===== config.mk =====
export PLATFORM = sky130hd
export DESIGN_NAME = rtu_response_receiver_flat
export DESIGN_NICKNAME = d
export VERILOG_FILES = /design/src/rtl/core/rtu_pkg.sv /design/src/rtl/core/rtu_req_if.sv /design/src/rtl/core/rtu_rsp_if.sv /design/src/rtl/core/rtu_ram.sv /design/src/rtl/core/rtu_out_reg.sv /design/src/rtl/core/rtu_response_receiver.sv /design/src/flat_wrapper.sv
export SDC_FILE = /design/constraint.sdc
export NUM_CORES = 1
export LEC_CHECK = 0
export ABC_AREA = 1
export ABC_CLOCK_PERIOD_IN_PS = 4130
export BUFFER_PORTS_ARGS = -buffer_cell sky130_fd_sc_hd__buf_4
export CAP_MARGIN = 5
export CORE_ASPECT_RATIO = 1.25
export CORE_UTILIZATION = 40
export DETAILED_ROUTE_END_ITERATION = 8
export SLEW_MARGIN = 25
export SYNTH_ARGS = -nofsm -noshare
export SYNTH_HDL_FRONTEND = slang
export SYNTH_SLANG_ARGS = --single-unit

===== constraint.sdc =====
create_clock -name clock -period 4.13 [get_ports clock]
set_clock_uncertainty 0.2 [all_clocks]
set_input_delay 0.6195 -clock clock [delete_from_list [all_inputs] [get_ports clock]]
set_output_delay 0.6195 -clock clock [all_outputs]
set_load 0.02 [all_outputs]

===== src/rtl/core/rtu_pkg.sv =====
// ----------------------------------------------------------------------------
// rtu_pkg: shared types and constants for the RTU response receiver
// Item kinds, result status codes, CSR indexes and the CRC-16 fold.
// ----------------------------------------------------------------------------
package rtu_pkg;

   localparam int FUNC_W   = 2;
   localparam int BYTE_W   = 8;
   localparam int STATUS_W = 3;
   localparam int INDEX_W  = 5;
   localparam int TICK_W   = 8;
   localparam int CRC_W    = 16;
   localparam int CSR_IDX_W = 1;

   localparam int MIN_FRAME = 4;   // address + function + two CRC bytes
   localparam int MAX_OUT   = 30;  // cap on payload beats per frame

   localparam logic [CRC_W-1:0]  CRC_INIT      = 16'hFFFF;
   localparam logic [CRC_W-1:0]  CRC_POLY      = 16'hA001;
   localparam logic [TICK_W-1:0] TIMEOUT_RESET = 8'd100;
   localparam logic [TICK_W-1:0] GAP_RESET     = 8'd30;

   localparam logic [CSR_IDX_W-1:0] CSR_RESP_TIMEOUT = 1'd0;
   localparam logic [CSR_IDX_W-1:0] CSR_CHAR_GAP     = 1'd1;

   typedef enum logic [FUNC_W-1:0] {
      FUNC_ARM  = 2'd0,
      FUNC_BYTE = 2'd1,
      FUNC_TICK = 2'd2
   } func_type;

   typedef enum logic [STATUS_W-1:0] {
      STATUS_OK      = 3'd0,
      STATUS_OVERRUN = 3'd1,
      STATUS_CRC     = 3'd2,
      STATUS_TIMEOUT = 3'd3,
      STATUS_SHORT   = 3'd4
   } status_type;

   typedef struct packed {
      status_type          status;
      logic [BYTE_W-1:0]   payload_byte;
      logic [INDEX_W-1:0]  byte_index;
      logic                last;
   } rsp_beat_type;

   // CRC-16, reflected polynomial, LSB first
   function automatic logic [CRC_W-1:0] crc_fold(input logic [CRC_W-1:0] crc,
                                                 input logic [BYTE_W-1:0] data);
      logic [CRC_W-1:0] c;
      c = crc ^ {8'h00, data};
      for (int k = 0; k < 8; k++) begin
         c = c[0] ? ((c >> 1) ^ CRC_POLY) : (c >> 1);
      end
      return c;
   endfunction

endpackage


===== src/rtl/core/rtu_req_if.sv =====
// ----------------------------------------------------------------------------
// rtu_req_if: request channel
// Valid/ready channel carrying one item kind and one received byte per beat.
// ----------------------------------------------------------------------------
interface rtu_req_if;
   logic                        valid;
   logic                        ready;
   logic [rtu_pkg::FUNC_W-1:0]  func;
   logic [rtu_pkg::BYTE_W-1:0]  rx_byte;

   modport source (output valid, output func, output rx_byte, input ready);
   modport sink   (input valid, input func, input rx_byte, output ready);
endinterface


===== src/rtl/core/rtu_rsp_if.sv =====
// ----------------------------------------------------------------------------
// rtu_rsp_if: response channel
// Valid/ready channel carrying one result beat of a received frame.
// ----------------------------------------------------------------------------
interface rtu_rsp_if;
   logic                          valid;
   logic                          ready;
   logic [rtu_pkg::STATUS_W-1:0]  status;
   logic [rtu_pkg::BYTE_W-1:0]    payload_byte;
   logic [rtu_pkg::INDEX_W-1:0]   byte_index;
   logic                          last;

   modport source (output valid, output status, output payload_byte,
                   output byte_index, output last, input ready);
   modport sink   (input valid, input status, input payload_byte,
                   input byte_index, input last, output ready);
endinterface


===== src/rtl/core/rtu_ram.sv =====
// ----------------------------------------------------------------------------
// rtu_ram: generic single-port-write, single-port-read RAM
// One write and one read per cycle; read data registered.
// ----------------------------------------------------------------------------
module rtu_ram #(
   parameter int WIDTH = 8,
   parameter int DEPTH = 32
) (
   input  logic                     clock,
   input  logic                     we,
   input  logic [$clog2(DEPTH)-1:0] waddr,
   input  logic [WIDTH-1:0]         wdata,
   input  logic                     re,
   input  logic [$clog2(DEPTH)-1:0] raddr,
   output logic [WIDTH-1:0]         rdata
);

   logic [WIDTH-1:0] mem_ff [DEPTH];
   logic [WIDTH-1:0] rdata_ff;

   always_ff @(posedge clock) begin
      if (we) begin
         mem_ff[waddr] <= wdata;
      end
      if (re) begin
         rdata_ff <= mem_ff[raddr];
      end
   end

   assign rdata = rdata_ff;

endmodule


===== src/rtl/core/rtu_out_reg.sv =====
// ----------------------------------------------------------------------------
// rtu_out_reg: response output register
// Holds one result beat until taken; reloadable in the cycle it drains.
// ----------------------------------------------------------------------------
module rtu_out_reg (
   input  logic                  clock,
   input  logic                  reset,
   input  logic                  load,
   input  rtu_pkg::rsp_beat_type beat,
   output logic                  can_load,
   rtu_rsp_if.source             rsp_bus
);

   logic                  valid_ff;
   logic                  valid_in;
   rtu_pkg::rsp_beat_type beat_ff;

   assign can_load = !valid_ff || rsp_bus.ready;

   always_comb begin
      valid_in = valid_ff;
      if (load) begin
         valid_in = 1'b1;
      end else if (rsp_bus.ready) begin
         valid_in = 1'b0;
      end
   end

   always_ff @(posedge clock) begin
      if (reset) begin
         valid_ff <= 1'b0;
      end else begin
         valid_ff <= valid_in;
      end
   end

   always_ff @(posedge clock) begin
      if (load) begin
         beat_ff <= beat;
      end
   end

   assign rsp_bus.valid        = valid_ff;
   assign rsp_bus.status       = beat_ff.status;
   assign rsp_bus.payload_byte = beat_ff.payload_byte;
   assign rsp_bus.byte_index   = beat_ff.byte_index;
   assign rsp_bus.last         = beat_ff.last;

endmodule


===== src/rtl/core/rtu_response_receiver.sv =====
// ----------------------------------------------------------------------------
// rtu_response_receiver: Modbus RTU response frame receiver
// Collects one response frame, checks CRC-16 and streams out its payload or one error beat.
// ----------------------------------------------------------------------------
// Arm, byte and tick beats are accepted back to back while the receiver is
// idle and the output register can take a result.
// A byte is written into the frame store and folded into the CRC-16; a tick
// counts the timer down. When the timer expires (or the store fills) the
// frame ends: errors come out as a single beat with last set; a good frame
// is read back from the frame store at one beat per cycle while the output
// is not stalled, N beats with N = min(bytes - 2, 30). The registered
// read port of the frame store sets that pace. No request beat is accepted
// during the payload burst. The store is not cleared after reset; only bytes
// of the current frame are ever read.
// ----------------------------------------------------------------------------
module rtu_response_receiver #(
   parameter int BUFFER_BYTES = 32
) (
   input  logic                            clock,
   input  logic                            reset,
   rtu_req_if.sink                         req_bus,
   rtu_rsp_if.source                       rsp_bus,
   input  logic                            csr_we,
   input  logic [rtu_pkg::CSR_IDX_W-1:0]   csr_index,
   input  logic [rtu_pkg::TICK_W-1:0]      csr_wdata
);

   localparam int AW = $clog2(BUFFER_BYTES);
   localparam int CW = $clog2(BUFFER_BYTES + 1);
   localparam int XW = (CW > rtu_pkg::INDEX_W) ? CW : rtu_pkg::INDEX_W;

   typedef enum logic {
      S_IDLE,
      S_DRAIN
   } state_type;

   // control state
   state_type                       state_ff, state_in;
   logic                            armed_ff, armed_in;
   logic [CW-1:0]                   count_ff, count_in;
   logic [rtu_pkg::TICK_W-1:0]      timer_ff, timer_in;
   logic [rtu_pkg::CRC_W-1:0]       crc_ff, crc_in;
   logic [rtu_pkg::INDEX_W-1:0]     idx_ff, idx_in;
   logic [rtu_pkg::INDEX_W-1:0]     last_idx_ff, last_idx_in;

   // CSRs
   logic [rtu_pkg::TICK_W-1:0]      timeout_ff;
   logic [rtu_pkg::TICK_W-1:0]      gap_ff;

   logic                            accept;
   rtu_pkg::func_type               func;
   logic [CW-1:0]                   count_inc;
   logic [rtu_pkg::TICK_W-1:0]      timer_dec;
   logic [XW-1:0]                   n_ext;

   logic                            ram_we;
   logic                            ram_re;
   logic [AW-1:0]                   ram_raddr;
   logic [rtu_pkg::BYTE_W-1:0]      ram_rdata;

   logic                            out_load;
   logic                            out_can_load;
   rtu_pkg::rsp_beat_type           out_beat;

   assign req_bus.ready = (state_ff == S_IDLE) && out_can_load;
   assign accept        = req_bus.valid && req_bus.ready;
   assign func          = rtu_pkg::func_type'(req_bus.func);
   assign count_inc     = count_ff + CW'(1);
   assign timer_dec     = (timer_ff != '0) ? timer_ff - 8'd1 : timer_ff;
   // payload length before capping
   assign n_ext         = XW'(count_ff) - XW'(2);
   assign ram_raddr     = AW'(idx_in);

   always_comb begin
      state_in    = state_ff;
      armed_in    = armed_ff;
      count_in    = count_ff;
      timer_in    = timer_ff;
      crc_in      = crc_ff;
      idx_in      = idx_ff;
      last_idx_in = last_idx_ff;
      ram_we      = 1'b0;
      ram_re      = 1'b0;
      out_load    = 1'b0;
      out_beat.status       = rtu_pkg::STATUS_OK;
      out_beat.payload_byte = '0;
      out_beat.byte_index   = '0;
      out_beat.last         = 1'b1;

      case (state_ff)
         S_IDLE: begin
            if (accept) begin
               case (func)
                  rtu_pkg::FUNC_ARM: begin
                     // arm also restarts a frame in progress
                     count_in = '0;
                     crc_in   = rtu_pkg::CRC_INIT;
                     timer_in = timeout_ff;
                     armed_in = 1'b1;
                  end
                  rtu_pkg::FUNC_BYTE: begin
                     if (armed_ff) begin
                        ram_we   = 1'b1;
                        count_in = count_inc;
                        crc_in   = rtu_pkg::crc_fold(crc_ff, req_bus.rx_byte);
                        timer_in = gap_ff;
                        if (count_inc == CW'(BUFFER_BYTES)) begin
                           armed_in        = 1'b0;
                           out_load        = 1'b1;
                           out_beat.status = rtu_pkg::STATUS_OVERRUN;
                        end
                     end
                  end
                  rtu_pkg::FUNC_TICK: begin
                     if (armed_ff) begin
                        timer_in = timer_dec;
                        if (timer_dec == '0) begin
                           armed_in = 1'b0;
                           if (count_ff == '0) begin
                              out_load        = 1'b1;
                              out_beat.status = rtu_pkg::STATUS_TIMEOUT;
                           end else if (count_ff < CW'(rtu_pkg::MIN_FRAME)) begin
                              out_load        = 1'b1;
                              out_beat.status = rtu_pkg::STATUS_SHORT;
                           end else if (crc_ff != '0) begin
                              out_load        = 1'b1;
                              out_beat.status = rtu_pkg::STATUS_CRC;
                           end else begin
                              // good frame: prefetch byte 0, then stream
                              state_in = S_DRAIN;
                              idx_in   = '0;
                              ram_re   = 1'b1;
                              if (n_ext > XW'(rtu_pkg::MAX_OUT)) begin
                                 last_idx_in = rtu_pkg::INDEX_W'(rtu_pkg::MAX_OUT - 1);
                              end else begin
                                 last_idx_in = rtu_pkg::INDEX_W'(n_ext - XW'(1));
                              end
                           end
                        end
                     end
                  end
                  default: begin
                  end
               endcase
            end
         end
         S_DRAIN: begin
            // read data holds while the output register is stalled
            if (out_can_load) begin
               out_load              = 1'b1;
               out_beat.status       = rtu_pkg::STATUS_OK;
               out_beat.payload_byte = ram_rdata;
               out_beat.byte_index   = idx_ff;
               out_beat.last         = (idx_ff == last_idx_ff);
               if (idx_ff == last_idx_ff) begin
                  state_in = S_IDLE;
               end else begin
                  idx_in = idx_ff + 5'd1;
                  ram_re = 1'b1;
               end
            end
         end
         default: begin
            state_in = S_IDLE;
         end
      endcase
   end

   always_ff @(posedge clock) begin
      if (reset) begin
         state_ff <= S_IDLE;
         armed_ff <= 1'b0;
         count_ff <= '0;
         timer_ff <= '0;
         crc_ff   <= rtu_pkg::CRC_INIT;
         idx_ff   <= '0;
         last_idx_ff <= '0;
      end else begin
         state_ff <= state_in;
         armed_ff <= armed_in;
         count_ff <= count_in;
         timer_ff <= timer_in;
         crc_ff   <= crc_in;
         idx_ff   <= idx_in;
         last_idx_ff <= last_idx_in;
      end
   end

   // CSR writes
   always_ff @(posedge clock) begin
      if (reset) begin
         timeout_ff <= rtu_pkg::TIMEOUT_RESET;
         gap_ff     <= rtu_pkg::GAP_RESET;
      end else if (csr_we) begin
         if (csr_index == rtu_pkg::CSR_RESP_TIMEOUT) begin
            timeout_ff <= csr_wdata;
         end
         if (csr_index == rtu_pkg::CSR_CHAR_GAP) begin
            gap_ff <= csr_wdata;
         end
      end
   end

   rtu_ram #(
      .WIDTH (rtu_pkg::BYTE_W),
      .DEPTH (BUFFER_BYTES)
   ) u_frame_store (
      .clock (clock),
      .we    (ram_we),
      .waddr (count_ff[AW-1:0]),
      .wdata (req_bus.rx_byte),
      .re    (ram_re),
      .raddr (ram_raddr),
      .rdata (ram_rdata)
   );

   rtu_out_reg u_out_reg (
      .clock    (clock),
      .reset    (reset),
      .load     (out_load),
      .beat     (out_beat),
      .can_load (out_can_load),
      .rsp_bus  (rsp_bus)
   );

`ifndef ASSERT_OFF
   a_no_req_in_drain: assert property (@(posedge clock) disable iff (reset)
      (state_ff == S_DRAIN) |-> !req_bus.ready)
      else $error("request accepted during payload burst");

   a_no_write_in_drain: assert property (@(posedge clock) disable iff (reset)
      ram_we |-> (state_ff == S_IDLE) && armed_ff)
      else $error("frame store written outside reception");

   a_idx_bound: assert property (@(posedge clock) disable iff (reset)
      (state_ff == S_DRAIN) |-> (idx_ff <= last_idx_ff))
      else $error("drain index past last payload byte");

   a_last_ends_drain: assert property (@(posedge clock) disable iff (reset)
      (state_ff == S_DRAIN && out_load && out_beat.last) |=> (state_ff == S_IDLE))
      else $error("burst continued after last beat");

   a_result_disarms: assert property (@(posedge clock) disable iff (reset)
      (state_ff == S_IDLE && out_load) |=> !armed_ff)
      else $error("receiver still armed after frame result");
`endif

endmodule


===== src/flat_wrapper.sv =====
// flat-port wrapper written by rule: the top's interface ports become plain ports
module rtu_response_receiver_flat 
#(
   parameter int BUFFER_BYTES = 32
)
  (clock, reset, csr_we, csr_index, csr_wdata, req_bus_valid, req_bus_func, req_bus_rx_byte, req_bus_ready, rsp_bus_valid, rsp_bus_status, rsp_bus_payload_byte, rsp_bus_byte_index, rsp_bus_last, rsp_bus_ready);
  rtu_req_if req_bus_i ();
  rtu_rsp_if rsp_bus_i ();
  input  logic clock;
  input  logic reset;
  input  logic csr_we;
  input  logic [rtu_pkg::CSR_IDX_W-1:0] csr_index;
  input  logic [rtu_pkg::TICK_W-1:0] csr_wdata;
  input wire logic [$bits(req_bus_i.valid)-1:0] req_bus_valid;
  input wire logic [$bits(req_bus_i.func)-1:0] req_bus_func;
  input wire logic [$bits(req_bus_i.rx_byte)-1:0] req_bus_rx_byte;
  output wire logic [$bits(req_bus_i.ready)-1:0] req_bus_ready;
  output wire logic [$bits(rsp_bus_i.valid)-1:0] rsp_bus_valid;
  output wire logic [$bits(rsp_bus_i.status)-1:0] rsp_bus_status;
  output wire logic [$bits(rsp_bus_i.payload_byte)-1:0] rsp_bus_payload_byte;
  output wire logic [$bits(rsp_bus_i.byte_index)-1:0] rsp_bus_byte_index;
  output wire logic [$bits(rsp_bus_i.last)-1:0] rsp_bus_last;
  input wire logic [$bits(rsp_bus_i.ready)-1:0] rsp_bus_ready;
  assign req_bus_i.valid = req_bus_valid;
  assign req_bus_i.func = req_bus_func;
  assign req_bus_i.rx_byte = req_bus_rx_byte;
  assign req_bus_ready = req_bus_i.ready;
  assign rsp_bus_valid = rsp_bus_i.valid;
  assign rsp_bus_status = rsp_bus_i.status;
  assign rsp_bus_payload_byte = rsp_bus_i.payload_byte;
  assign rsp_bus_byte_index = rsp_bus_i.byte_index;
  assign rsp_bus_last = rsp_bus_i.last;
  assign rsp_bus_i.ready = rsp_bus_ready;
  rtu_response_receiver #(.BUFFER_BYTES(BUFFER_BYTES)) u_core (.clock(clock), .reset(reset), .req_bus(req_bus_i), .rsp_bus(rsp_bus_i), .csr_we(csr_we), .csr_index(csr_index), .csr_wdata(csr_wdata));
endmodule

==> reports/results.tsv <==
stage	metric	value	unit
final_layout	seqCellArea	9620	um2
drt	wl_per_cell	19.0	um
final_layout	instances_no_fill	2136	
yosys	synth_flop_cell	edfxtp_1	
global_routing	gr-total-overflow	0	
global_routing	grt_max_degree	66	
setup_path	cp.arrival	3640	ps
yosys	yosys.area.top_type	edfxtp_1	
clock_network	post_cts_buffers	0	
yosys	seq_area_frac_synth	61.5	%
final_layout	final_common_cell	nand3_1	
placed_design	hpwl	25400	um
drt	drt-pass1-iter-count	5	
sta	finalMaxSlewViolations	0	
power	ir_worst_vdd	0.331	mV
yosys	syn_area_per_cell	9.92	um2
yosys	synth_xor_area_share	1.68	%
setup_path	path_common_cell	nand2_1	
yosys	yosysTopAreaCellShare	53.9	%
sta	worstMarginPinSlew	849	ps
clock_network	cts.sinks	340	
status	outcome	completed	
final_layout	nets	1660	
setup_path	crit_family	simple AND/OR/NAND/NOR gates	
global_routing	grt_pass1_vias	11000	
clock_network	tritoncts	yes	
yosys	synthArstFlopShare	0	%
sta	rsz0062_at_grt	no	
yosys	ys_ff_latch	340	
power	leakage	6.98	nW
drt	ant_nets	0	
floorplan	start_util	40.8	%
final_layout	final.fill_count	3613	
placed_design	gp_congestion	0.850	
setup_path	slowest_delay	410	ps
setup_path	path_max_fanout	36	
yosys	synth-edff-count	281	
yosys	synthSimpleGateAreaFrac	23.1	%
clock_network	cts_buffers	35	
placed_design	placed_cells	2076	
floorplan	num_io_pins	43	
floorplan	die_area	39900	um2
yosys	yosys_warnings	0	
drt	drt-total-wl	40700	um
sta	max_freq	0.281	GHz
sta	slew_headroom	43.2	%
floorplan	rows	80	
setup_path	crit_slowest_cell	buf_4	
sta	finalHoldViolations	0	
setup_path	start_kind	register	
placed_design	portBuffers	42	
clock_network	clockBufferDepth	3	
sta	setup_violations	0	
final_layout	syn2layout_area_growth	12.3	%
clock_network	path_clk_slew	60	ps
clock_network	cts-resized-gates	0	
floorplan	fp.coreArea	38300	um2
yosys	yosys.area_share.adder	1.20	%
final_layout	multiInputGateArea	4700	um2
final_layout	n_antenna_cell	0	
yosys	synth_area_leaders	edfxtp_1 54%, nand3_1 9.5%, dfxtp_1 7.5%	
power	pwr_density_cell	396	nW/um2
clock_network	cts_hold_buf	0	
drt	viasPerCell	5.24	
yosys	synthesis.area	15600	um2
sta	tns	0	ps
yosys	synth_top_family_by_area	simple AND/OR/NAND/NOR gates	
global_routing	antenna_found_initial	0	
flow_run	drv_cap	0	
yosys	syn-instance-count	1577	
floorplan	chipHeight	223	um
floorplan	die_x	179	um
yosys	synth_cell_types	39	
sta	min_period_over_period	86.1	%
final_layout	layout-drive-gt1-share	8.70	%
yosys	synth.area.mux_share	0	%
final_layout	final_cell_mix	297 x nand3_1, 281 x edfxtp_1, 262 x nand2_1, 233 x inv_1, 106 x nor2_1	
yosys	syn_nets	1616	
hold_path	min_path_type	in2reg	
setup_path	cp_data_required_time	4210	ps
global_routing	grt_pass1_wl	63100	um
setup_path	path_cells	inv_1, ha_1, nand2_2, inv_1, nand2_1, nand2_1, nand2_1, nand2_1, nor2_2, nand4_4, nand3_4, buf_4, nand3b_1, nand3_1, nand3_1, nand3_1, nand2_1, nand2_1, nand2_1	
clock_network	cts-root-buf	clkbuf_16	
yosys	synth_compound_area_share	3.90	%
drt	via_count	11200	
setup_path	critPathBufInv	3	
setup_path	crit_type	reg2reg	
setup_path	cp-end-kind	register	
drt	initialDrtViolationCount	1036	
sta	timing.final.crit_period	3560	ps
global_routing	track_usage	20.9	%
clock_network	htree_levels	2	
clock_network	worst_skew_pair.late_latency	530	ps
drt	route.detailed.drc	0	
==> cell type report <==
cell class,count,area share [%]
Clock buffer,51,5.56
Clock inverter,9,0.228
Tap cell,492,3.50
Multi-Input combinational cell,921,26.7
Inverter,238,5.10
Timing Repair Buffer,85,4.13
Sequential cell,340,54.8
==> registers in the layout, summed over array words and instances, names as in the netlist <==
name	count
u_core.u_frame_store.mem_ff	256
u_core.crc_ff	16
u_core.gap_ff	8
u_core.timeout_ff	8
u_core.timer_ff	8
u_core.u_frame_store.rdata	8
u_core.u_out_reg.rsp_bus.payload_byte	8
u_core.count_ff	6
u_core.idx_ff	5
u_core.last_idx_ff	5
u_core.u_out_reg.rsp_bus.byte_index	5
u_core.u_out_reg.rsp_bus.status	3
u_core.armed_ff	1
u_core.state_ff	1
u_core.u_out_reg.rsp_bus.last	1
u_core.u_out_reg.rsp_bus.valid	1
==> power by group <==
group | internal [W] | switching [W]
sequential | 0.00373 | 0.0000212
clock | 0.00163 | 0.00126
combinational | 0.0000938 | 0.000212
total | 0.00545 | 0.00150
==> tightest hold or removal path, delay by kind of cell <==
kind                   cells  cell delay (ps)
AND/OR/NAND/NOR            2               90
buffers and inverters      1               80
==> cell families (layout without fill, tap and decap cells) <==
logic type | after synthesis | count (layout)
and+or+nand+nor | 766 | 766
buffers and inverters | 316 | 383
AOI/OAI and AO/OA | 110 | 110
xor gates and xnor gates | 30 | 30
DFF | 340 | 340
adders and majority gates | 15 | 15
==> synthesized netlist by cell type (2+ instances only) <==
master	count
buf_6	13
nand3_1	297
clkbuf_1	34
o22ai_1	7
xor2_1	13
xnor2_1	17
buf_1	3
o21ai_0	53
clkinv_1	3
ha_1	15
a21oi_1	34
nand2_2	2
nor2_1	106
buf_4	15
nand3b_1	81
buf_2	13
nor2_2	6
inv_1	233
nor3_1	5
a22oi_1	3
edfxtp_1	281
nand4_1	2
nand2_1	264
a221o_1	2
a221oi_1	2
inv_2	2
dfxtp_1	59
==> worst paths after layout <==
check | startpoint | endpoint | slack [ps] | cells after the start
worst min-delay path | csr_wdata[4] | u_core.gap_ff[4] | 100 | 3
worst max-delay path | u_core.timer_ff[0] | u_core.u_frame_store.rdata[6] | 570 | 19
worst min register to register | u_core.timeout_ff[2] | u_core.timeout_ff[2] | 250 | 2
worst max register to register | u_core.timer_ff[0] | u_core.u_frame_store.rdata[6] | 570 | 19
==> metrics by stage <==
step / utilization (%) / cell area, um2 / worst slack [ps] / hold WS, ps / total power (W)
after floorplan: - / 15600 / 1230 / 224 / 0.00400
after global placement: 43.2 / 16500 / 456 / 237 / 0.00412
after detailed placement: 43.2 / 16600 / 530 / 245 / 0.00413
after CTS: 45.8 / 17600 / 577 / 86.2 / 0.00700
after global routing: 45.8 / 17600 / 346 / 106 / 0.00715
final: 45.8 / 17600 / 574 / 99.1 / 0.00695
==> per-layer routing <==
layer | wire [um] | GRT usage (%) | vias up
met5 | 0 | 0 | -
met4 | 1840 | 10.2 | 0
met3 | 1980 | 2.95 | 79
met2 | 20000 | 34.6 | 340
met1 | 16800 | 26.6 | 5399
li1 | - | - | 5366
(Power assumes the default switching activity.)
